$ cat config.mk
export PLATFORM = sky130hd
export DESIGN_NAME = fuzzy_pd_gain_scheduler_core
export DESIGN_NICKNAME = d
export VERILOG_FILES = /design/src/hdl/fpgs_pkg.sv /design/src/hdl/fpgs_fuzzify.sv /design/src/hdl/fpgs_infer.sv /design/src/hdl/fpgs_divider.sv /design/src/hdl/fuzzy_pd_gain_scheduler_core.sv
export SDC_FILE = /design/constraint.sdc
export NUM_CORES = 2
export LEC_CHECK = 0
export BUFFER_PORTS_ARGS = -buffer_cell sky130_fd_sc_hd__buf_2
export CAP_MARGIN = 30
export CORE_MARGIN = 3
export CORE_UTILIZATION = 39
export CTS_BUF_LIST = sky130_fd_sc_hd__clkbuf_16
export DETAILED_ROUTE_END_ITERATION = 8
export PLACE_DENSITY = 0.57
export SLEW_MARGIN = 5
export SYNTH_ARGS = -nofsm -noshare
export SYNTH_HDL_FRONTEND = slang
export SYNTH_SLANG_ARGS = --single-unit
export TNS_END_PERCENT = 30
$ cat constraint.sdc
create_clock -name clk -period 10 [get_ports clk]
set_clock_uncertainty 0.05 [all_clocks]
set_input_delay 2 -clock clk [delete_from_list [all_inputs] [get_ports clk]]
set_output_delay 2 -clock clk [all_outputs]
set_load 0.005 [all_outputs]
$ cat src/hdl/fpgs_pkg.sv
// Types, breakpoints, rule tables and constants shared by the fuzzy P/D gain scheduler.
`default_nettype none

package fpgs_pkg;

  // One input item and one result item
  typedef struct packed {
    logic signed [15:0] error;
    logic signed [15:0] error_change;
  } sample_t;

  typedef struct packed {
    logic [5:0] prop_gain_hundredths;
    logic [5:0] deriv_gain_hundredths;
  } gain_t;

  // Pipeline depth: two fuzzify, two inference, three divider stages
  localparam int NUM_STAGES = 7;

  typedef logic signed [15:0] bp_t;
  typedef logic [2:0]         seg_t;
  typedef logic [6:0]         mu_t;
  typedef logic [2:0]         rule_t;
  typedef logic [5:0]         outv_t;

  // Breakpoint sets
  localparam bp_t ERR_BP [7] = '{-16'sd180, -16'sd110, -16'sd50, 16'sd0,
                                 16'sd50, 16'sd110, 16'sd180};
  localparam bp_t CHG_BP [7] = '{-16'sd12, -16'sd8, -16'sd4, 16'sd0,
                                 16'sd4, 16'sd8, 16'sd12};

  // Full membership, in percent
  localparam mu_t MU_FULL = 7'd100;

  // floor(n/7) = (n * 2341) >> 14 for n < 5000; floor(n/3) = (n * 171) >> 9 for n < 512
  localparam logic [11:0] RECIP_7       = 12'd2341;
  localparam int          RECIP_7_SHIFT = 14;
  localparam logic [7:0]  RECIP_3       = 8'd171;
  localparam int          RECIP_3_SHIFT = 9;

  // Error-change segments are all 4 wide: 100*d/4 = 25*d
  localparam mu_t CHG_SCALE = 7'd25;

  // Rule tables, row = error segment, column = error-change segment
  localparam rule_t P_RULE [7][7] = '{
    '{3'd6, 3'd5, 3'd5, 3'd5, 3'd5, 3'd4, 3'd4},
    '{3'd5, 3'd4, 3'd3, 3'd3, 3'd2, 3'd1, 3'd1},
    '{3'd2, 3'd2, 3'd1, 3'd1, 3'd1, 3'd1, 3'd1},
    '{3'd2, 3'd1, 3'd0, 3'd0, 3'd0, 3'd1, 3'd2},
    '{3'd1, 3'd1, 3'd1, 3'd1, 3'd1, 3'd2, 3'd2},
    '{3'd1, 3'd1, 3'd2, 3'd3, 3'd3, 3'd4, 3'd5},
    '{3'd4, 3'd4, 3'd5, 3'd5, 3'd5, 3'd5, 3'd6}};

  localparam rule_t D_RULE [7][7] = '{
    '{3'd2, 3'd2, 3'd1, 3'd1, 3'd1, 3'd3, 3'd3},
    '{3'd3, 3'd2, 3'd1, 3'd1, 3'd1, 3'd3, 3'd3},
    '{3'd2, 3'd2, 3'd1, 3'd1, 3'd1, 3'd3, 3'd3},
    '{3'd1, 3'd1, 3'd0, 3'd0, 3'd0, 3'd1, 3'd1},
    '{3'd3, 3'd3, 3'd1, 3'd1, 3'd1, 3'd2, 3'd2},
    '{3'd3, 3'd3, 3'd1, 3'd1, 3'd1, 3'd2, 3'd3},
    '{3'd3, 3'd3, 3'd1, 3'd1, 3'd1, 3'd2, 3'd2}};

  // Output singletons
  localparam outv_t P_OUT [7] = '{6'd0, 6'd10, 6'd20, 6'd30, 6'd40, 6'd50, 6'd60};
  localparam outv_t D_OUT [7] = '{6'd10, 6'd20, 6'd30, 6'd40, 6'd0, 6'd0, 6'd0};

  // Segments and memberships of both inputs
  typedef struct packed {
    seg_t seg_e;
    seg_t seg_c;
    mu_t  pe0;
    mu_t  pe1;
    mu_t  pc0;
    mu_t  pc1;
  } fuzz_t;

  // Centroid numerator and weight sum (sum <= 200, numerator <= 12000)
  typedef struct packed {
    logic [13:0] num;
    logic [7:0]  den;
  } ratio_t;

endpackage

`default_nettype wire

$ cat src/hdl/fpgs_fuzzify.sv
// Two-stage fuzzifier: segment search, then percent membership of both inputs.
`default_nettype none

module fpgs_fuzzify
  import fpgs_pkg::*;
(
  input  wire logic    clk,
  input  wire logic [1:0] en,
  input  wire sample_t sample,
  output fuzz_t        fuzz
);

  // Stage 1: segment, distance to upper breakpoint, clamps
  seg_t        seg_e_c, seg_c_c;
  logic [15:0] diff_e, diff_c;

  always_comb begin
    seg_e_c = '0;
    seg_c_c = '0;
    for (int k = 1; k < 6; k++) begin
      if (sample.error > ERR_BP[k]) seg_e_c = seg_e_c + 3'd1;
      if (sample.error_change > CHG_BP[k]) seg_c_c = seg_c_c + 3'd1;
    end
  end

  assign diff_e = ERR_BP[seg_e_c + 3'd1] - sample.error;
  assign diff_c = CHG_BP[seg_c_c + 3'd1] - sample.error_change;

  seg_t       seg_e, seg_c;
  logic [6:0] de;
  logic [1:0] dc;
  logic       lo_e, hi_e, lo_c, hi_c;

  always_ff @(posedge clk) begin
    if (en[0]) begin
      seg_e <= seg_e_c;
      seg_c <= seg_c_c;
      de    <= diff_e[6:0];
      dc    <= diff_c[1:0];
      lo_e  <= (sample.error <= ERR_BP[0]);
      hi_e  <= (sample.error >= ERR_BP[6]);
      lo_c  <= (sample.error_change <= CHG_BP[0]);
      hi_c  <= (sample.error_change >= CHG_BP[6]);
    end
  end

  // Stage 2: floor(100*d/width) by constant reciprocals, or by doubling for width 50
  logic [21:0] m70;
  logic [15:0] m60;
  mu_t         mu_e_seg, mu_e, mu_c;

  assign m70 = (22'({de, 3'b000}) + 22'({de, 1'b0})) * 22'(RECIP_7);
  assign m60 = (16'({de, 2'b00}) + 16'(de)) * 16'(RECIP_3);

  always_comb begin
    case (seg_e) inside
      3'd0, 3'd5: mu_e_seg = 7'(m70 >> RECIP_7_SHIFT);
      3'd1, 3'd4: mu_e_seg = 7'(m60 >> RECIP_3_SHIFT);
      default:    mu_e_seg = {de[5:0], 1'b0};
    endcase
    if (lo_e)      mu_e = MU_FULL;
    else if (hi_e) mu_e = '0;
    else           mu_e = mu_e_seg;
    if (lo_c)      mu_c = MU_FULL;
    else if (hi_c) mu_c = '0;
    else           mu_c = 7'(7'(dc) * CHG_SCALE);
  end

  always_ff @(posedge clk) begin
    if (en[1]) begin
      fuzz.seg_e <= seg_e;
      fuzz.seg_c <= seg_c;
      fuzz.pe0   <= mu_e;
      fuzz.pe1   <= MU_FULL - mu_e;
      fuzz.pc0   <= mu_c;
      fuzz.pc1   <= MU_FULL - mu_c;
    end
  end

endmodule

`default_nettype wire

$ cat src/hdl/fpgs_infer.sv
// Two-stage rule evaluation: cell weights with pruning, then centroid sums for both gains.
`default_nettype none

module fpgs_infer
  import fpgs_pkg::*;
(
  input  wire logic   clk,
  input  wire logic [1:0] en,
  input  wire fuzz_t  fuzz,
  output ratio_t      ratio_p,
  output ratio_t      ratio_d
);

  typedef logic [3:0][2:0] rules_t;
  typedef logic [3:0][6:0] weights_t;

  function automatic mu_t min_mu(input mu_t a, input mu_t b);
    return (a <= b) ? a : b;
  endfunction

  // Of cells sharing a rule value, keep only the larger weight (pairs in fixed order)
  function automatic weights_t prune(input rules_t r, input weights_t w_in);
    weights_t w;
    w = w_in;
    for (int i = 0; i < 4; i++) begin
      for (int j = i + 1; j < 4; j++) begin
        if (r[i] == r[j]) begin
          if (w[i] > w[j]) w[j] = '0;
          else             w[i] = '0;
        end
      end
    end
    return w;
  endfunction

  // Stage 3: the four neighbouring cells
  seg_t     row1, col1;
  rules_t   rp_c, rd_c;
  weights_t w_raw;

  assign row1 = fuzz.seg_e + 3'd1;
  assign col1 = fuzz.seg_c + 3'd1;

  always_comb begin
    rp_c[0] = P_RULE[fuzz.seg_e][fuzz.seg_c];
    rp_c[1] = P_RULE[row1][fuzz.seg_c];
    rp_c[2] = P_RULE[fuzz.seg_e][col1];
    rp_c[3] = P_RULE[row1][col1];
    rd_c[0] = D_RULE[fuzz.seg_e][fuzz.seg_c];
    rd_c[1] = D_RULE[row1][fuzz.seg_c];
    rd_c[2] = D_RULE[fuzz.seg_e][col1];
    rd_c[3] = D_RULE[row1][col1];
    w_raw[0] = min_mu(fuzz.pe0, fuzz.pc0);
    w_raw[1] = min_mu(fuzz.pe1, fuzz.pc0);
    w_raw[2] = min_mu(fuzz.pe0, fuzz.pc1);
    w_raw[3] = min_mu(fuzz.pe1, fuzz.pc1);
  end

  rules_t   rp, rd;
  weights_t wp, wd;

  always_ff @(posedge clk) begin
    if (en[0]) begin
      rp <= rp_c;
      rd <= rd_c;
      wp <= prune(rp_c, w_raw);
      wd <= prune(rd_c, w_raw);
    end
  end

  // Stage 4: weighted sums
  logic [14:0] num_p, num_d;
  logic [8:0]  den_p, den_d;

  always_comb begin
    num_p = '0;
    num_d = '0;
    den_p = '0;
    den_d = '0;
    for (int i = 0; i < 4; i++) begin
      num_p = num_p + 15'(13'(P_OUT[rp[i]]) * 13'(wp[i]));
      num_d = num_d + 15'(13'(D_OUT[rd[i]]) * 13'(wd[i]));
      den_p = den_p + 9'(wp[i]);
      den_d = den_d + 9'(wd[i]);
    end
  end

  always_ff @(posedge clk) begin
    if (en[1]) begin
      ratio_p.num <= num_p[13:0];
      ratio_p.den <= den_p[7:0];
      ratio_d.num <= num_d[13:0];
      ratio_d.den <= den_d[7:0];
    end
  end

endmodule

`default_nettype wire

$ cat src/hdl/fpgs_divider.sv
// Three-stage restoring divider, two quotient bits per stage, six-bit quotient.
`default_nettype none

module fpgs_divider
  import fpgs_pkg::*;
(
  input  wire logic   clk,
  input  wire logic [2:0] en,
  input  wire ratio_t ratio,
  output logic [5:0]  quot
);

  logic [13:0] rem_in [3];
  logic [7:0]  den_in [3];
  logic [5:0]  q_in   [3];
  logic [13:0] rem_r  [3];
  logic [7:0]  den_r  [3];
  logic [5:0]  q_r    [3];

  assign rem_in[0] = ratio.num;
  assign den_in[0] = ratio.den;
  assign q_in[0]   = '0;

  for (genvar s = 0; s < 3; s++) begin : g_stage
    logic [13:0] rem_c;
    logic [5:0]  q_c;

    if (s > 0) begin : g_link
      assign rem_in[s] = rem_r[s-1];
      assign den_in[s] = den_r[s-1];
      assign q_in[s]   = q_r[s-1];
    end

    // Quotient bits 5-2s and 4-2s
    always_comb begin
      logic [13:0] dsh;
      rem_c = rem_in[s];
      q_c   = q_in[s];
      for (int t = 0; t < 2; t++) begin
        dsh = 14'(den_in[s]) << (5 - 2 * s - t);
        if (rem_c >= dsh) begin
          rem_c = rem_c - dsh;
          q_c[5 - 2 * s - t] = 1'b1;
        end
      end
    end

    always_ff @(posedge clk) begin
      if (en[s]) begin
        rem_r[s] <= rem_c;
        den_r[s] <= den_in[s];
        q_r[s]   <= q_c;
      end
    end
  end

  // Empty weight sum gives a gain of zero
  assign quot = (den_r[2] == '0) ? '0 : q_r[2];

endmodule

`default_nettype wire

$ cat src/hdl/fuzzy_pd_gain_scheduler_core.sv
// Top level of the fuzzy P/D gain scheduler: seven-stage pipeline with stage valid bits.
// Depth: 7 register stages; gain_valid rises when an accepted item reaches the last one.
// Throughput: one item per cycle while gain_ready holds; the divider is split over three stages, two bits each.
// A stalled output holds its item; empty upstream stages still fill behind it.
// Reset (rst, synchronous) clears the stage valid bits only; data registers are not reset.
`default_nettype none

module fuzzy_pd_gain_scheduler_core
  import fpgs_pkg::*;
(
  input  wire logic    clk,
  input  wire logic    rst,
  input  wire logic    sample_valid,
  output logic         sample_ready,
  input  wire sample_t sample,
  output logic         gain_valid,
  input  wire logic    gain_ready,
  output gain_t        gain
);

  logic [NUM_STAGES-1:0] valid;
  logic [NUM_STAGES:0]   adv;

  // A stage loads when it is empty or its successor loads
  always_comb begin
    adv[NUM_STAGES] = gain_ready;
    for (int i = NUM_STAGES - 1; i >= 0; i--) begin
      adv[i] = !valid[i] || adv[i+1];
    end
  end

  logic [NUM_STAGES-1:0] valid_next;

  always_comb begin
    for (int i = 0; i < NUM_STAGES; i++) begin
      if (!adv[i])     valid_next[i] = valid[i];
      else if (i == 0) valid_next[i] = sample_valid;
      else             valid_next[i] = valid[i-1];
    end
  end

  always_ff @(posedge clk) begin
    if (rst) begin
      valid <= '0;
    end else begin
      valid <= valid_next;
    end
  end

  assign sample_ready = adv[0];
  assign gain_valid   = valid[NUM_STAGES-1];

  // Datapath
  fuzz_t      fuzz;
  ratio_t     ratio_p, ratio_d;
  logic [5:0] quot_p, quot_d;

  fpgs_fuzzify u_fuzzify (
    .clk    (clk),
    .en     (adv[1:0]),
    .sample (sample),
    .fuzz   (fuzz)
  );

  fpgs_infer u_infer (
    .clk     (clk),
    .en      (adv[3:2]),
    .fuzz    (fuzz),
    .ratio_p (ratio_p),
    .ratio_d (ratio_d)
  );

  fpgs_divider u_div_p (
    .clk   (clk),
    .en    (adv[6:4]),
    .ratio (ratio_p),
    .quot  (quot_p)
  );

  fpgs_divider u_div_d (
    .clk   (clk),
    .en    (adv[6:4]),
    .ratio (ratio_d),
    .quot  (quot_d)
  );

  assign gain.prop_gain_hundredths  = quot_p;
  assign gain.deriv_gain_hundredths = quot_d;

endmodule

`default_nettype wire

==> run summary <==
Final setup vio count: 0
Outcome: completed
Seq/Total Area, Yosys: 25.8%
R2R depth: 53
Hold Path Depth: 0
Slew headroom: 38.4%
Die Ht: 303 um
Mean number of vias per cell: 5.08
First-pass GRT wire length: 130000 um
Core ar.: 0.0872 mm^2
Fin crit share: 94.6%
I/O pin cnt: 50
Cts bufs inserted: 36
Netlist Area Pre-Place: 0.0344 mm^2
Most frequent cells in the layout: 557 x inv_1, 501 x ha_1, 298 x fa_1, 291 x edfxtp_1, 241 x nor2_1
Gpl congestion: 0.886
Max Cap Viol: 0
CTS Hold Buffers Added: 0
Grt total ovfl: 0
Synth Flop Type: edfxtp_1
Total track usage: 17.6%
Slew Limit Fails: 0
Vias in the first global route: 24.7k
Initial Util: 39.5%
Final Hold Fails: 0
RSZ-0062 raised after global routing: false
DRC: 0
Number of synthesis warnings: 0
EDFF count, synth: 291
Worst Setup End Kind: register
H-Tree Depth: 2
Commonest non-fill, non-tap cell in the layout: inv_1
Most frequent CP cell: o21a_1
Synthesis-stage register bit count: 298
Reg2reg end: u_infer.wd[16]$_DFFE_PP_
Clock net sink count: 298
Buffers added on ports: 49
Reg clk slew, reported paths: 80 ps
Slew @ Worst Pin: 917 ps
Min Tclk post-route: 9460 ps
Antenna violations before repair: 0
CP Launch Type: register
DRT Pass-1 Iters: 5
Initial DRC count: 1373
Startpoint of the worst hold path: u_fuzzify.seg_c[2]$_DFFE_PP_
Critical path required time: 10250 ps
Fmax: 106 MHz
Root buf cell: clkbuf_16
Max clock buf depth: 3
WL per Instance: 16.5 um
Synth Instances: 3489
RR Startpoint: u_fuzzify.fuzz[0]$_DFFE_PP_
Total Wirelength: 79100 um
Setup WS pre-CTS: -156 ps
DRT antenna net count: 0
Yosys cell types: 96
Max FO, Critical Path: 9
Worst Slack Setup Final: 538 ps
Ant diodes: 0
Pin count of the biggest net entering global routing: 77
Max incr delay on CP: 440 ps
Worst path slowest cell: edfxtp_1
Vias post-DR: 24.3k
FFs w/ async S/R, synth: 0%
Fin util: 43.4%
Register-to-register setup slack: 540 ps
Syn-to-layout area delta: 9.81%
Fin nets: 4438
Critical Path AT: 9710 ps
Syn Area/Cell: 9.87 um^2
Die area: 0.0919 mm^2
Tightest Hold Check Type: reg -> reg
Die width: 303 um
Site Rows: 108
Layout cell share with drive strength beyond 1: 7.88%
Worst min-delay path endpoint: u_fuzzify.fuzz[30]$_DFFE_PP_
Number of fillers in the final layout: 8428
Syn Nets: 4324
Clock Latency Late Sink: 570 ps
CP Class: reg -> reg
TritonCTS clock tree: built
Hpwl dp: 65700 um
[worst max-delay path by stage]
| stage | startpoint | to | slack (ps) | depth (start not counted) |
|---|---|---|---|---|
| 2_1_floorplan | u_fuzzify.fuzz[15]$_DFFE_PP_ | u_infer.wd[19]$_DFFE_PP_ | 130 | 56 |
| 3_3_place_gp | u_fuzzify.fuzz[11]$_DFFE_PP_ | u_infer.wd[16]$_DFFE_PP_ | -20 | 55 |
| 3_5_place_dp | u_fuzzify.fuzz[11]$_DFFE_PP_ | u_infer.wd[14]$_DFFE_PP_ | -160 | 53 |
| 4_1_cts | u_fuzzify.fuzz[11]$_DFFE_PP_ | u_infer.wd[16]$_DFFE_PP_ | 90 | 56 |
| 5_1_grt | u_fuzzify.fuzz[0]$_DFFE_PP_ | u_infer.wd[16]$_DFFE_PP_ | 4 | 54 |
| 6_report | u_fuzzify.fuzz[0]$_DFFE_PP_ | u_infer.wd[16]$_DFFE_PP_ | 540 | 53 |
[per-stage QoR]
| stage | std cells | cell area (um^2) | hold WS, ps | setup TNS [ps] |
|---|---|---|---|---|
| floorplan | 3489 | 34400 | 350 | 0 |
| global placement | 4707 | 36400 | 351 | -116 |
| detailed placement | 4710 | 36500 | 355 | -1210 |
| CTS | 4776 | 37600 | 354 | 0 |
| global route | 4786 | 37800 | 360 | 0 |
| finish | 4786 | 37800 | 349 | 0 |
[layout make-up]
cell class | instances | area (um^2) | share of cell area [%]
timing repair buffer | 131 | 918 | 2.43
tap | 1155 | 1450 | 3.82
clock inverter | 29 | 214 | 0.566
sequential | 298 | 8880 | 23.5
clock buffer | 37 | 926 | 2.45
multi-input combinational | 2578 | 23300 | 61.7
inverter | 558 | 2090 | 5.54
[synth_stat cells (all sizes together), types with 25 or more instances]
| cell type | count | area (um^2) |
|---|---|---|
| a21o | 63 | 474 |
| a21oi | 172 | 865 |
| and2 | 124 | 776 |
| clkbuf | 32 | 120 |
| edfxtp | 291 | 8740 |
| fa | 298 | 5970 |
| ha | 501 | 6270 |
| inv | 558 | 2090 |
| mux2 | 40 | 450 |
| mux2i | 25 | 250 |
| nand2 | 215 | 807 |
| nand2b | 69 | 432 |
| nand3 | 43 | 215 |
| nand4 | 36 | 238 |
| nor2 | 241 | 905 |
| nor2b | 115 | 719 |
| nor3 | 49 | 275 |
| o21a | 39 | 293 |
| o21ai | 111 | 563 |
| xnor2 | 117 | 1020 |
| xor2 | 59 | 524 |
[what timing repair did]
| item | 4_1_cts | 5_1_grt |
|---|---|---|
| hold endpoints to repair | 0 | 0 |
| gates cloned | 0 | 1 |
| buffers inserted | 0 | 7 |
| pin swaps | 0 | 5 |
| endpoints found under the setup margin | 26 | 28 |
| resized for setup | 3 | 27 |
[cells by family (layout without fill, tap and decap cells)]
| group | after synthesis | count (layout) | share of synthesized area, % |
|---|---|---|---|
| multiplexers | 65 | 65 | 2.03 |
| XOR/XNOR | 176 | 176 | 4.50 |
| buffers and inverters | 613 | 755 | 6.79 |
| flip-flops | 298 | 298 | 25.8 |
| adder cells (fa/ha/maj) | 799 | 799 | 35.5 |
| AND/OR/NAND/NOR | 977 | 977 | 14.5 |
| AO/OA/AOI/OAI | 561 | 561 | 10.8 |
[worst max-delay path, delay by kind of cell, from the launching register on]
kind            cells  cell delay, ps
compound gates     26            4390
fa+ha+maj           6            1820
simple gates       16            1760
buf+inv             5             750
flops               1             440
[registers in the layout, summed over array words and instances, names as in the netlist, 8 cells and up]
name / flops
u_div_d.den_r: 24
u_div_d.q_r: 12
u_div_d.rem_r: 26
u_div_p.den_r: 24
u_div_p.q_r: 12
u_div_p.rem_r: 26
u_fuzzify.fuzz: 30
u_infer.ratio_d: 21
u_infer.ratio_p: 21
u_infer.rd: 8
u_infer.rp: 12
u_infer.wd: 28
u_infer.wp: 28
[per-layer routing]
layer / GRT usage, % / part of all wire [%] / vias to the layer above
met1: 23.1 / 45 / 11700
met4: 4.06 / 2.3 / 0
met5: 0 / 0 / -
met3: 1.98 / 3.5 / 99
li1: - / - / 12100
met2: 31.2 / 49 / 383
Power is left out: the tool's default activity adds up to more than one toggle a clock period on the data nets, which glitch-free logic cannot reach.
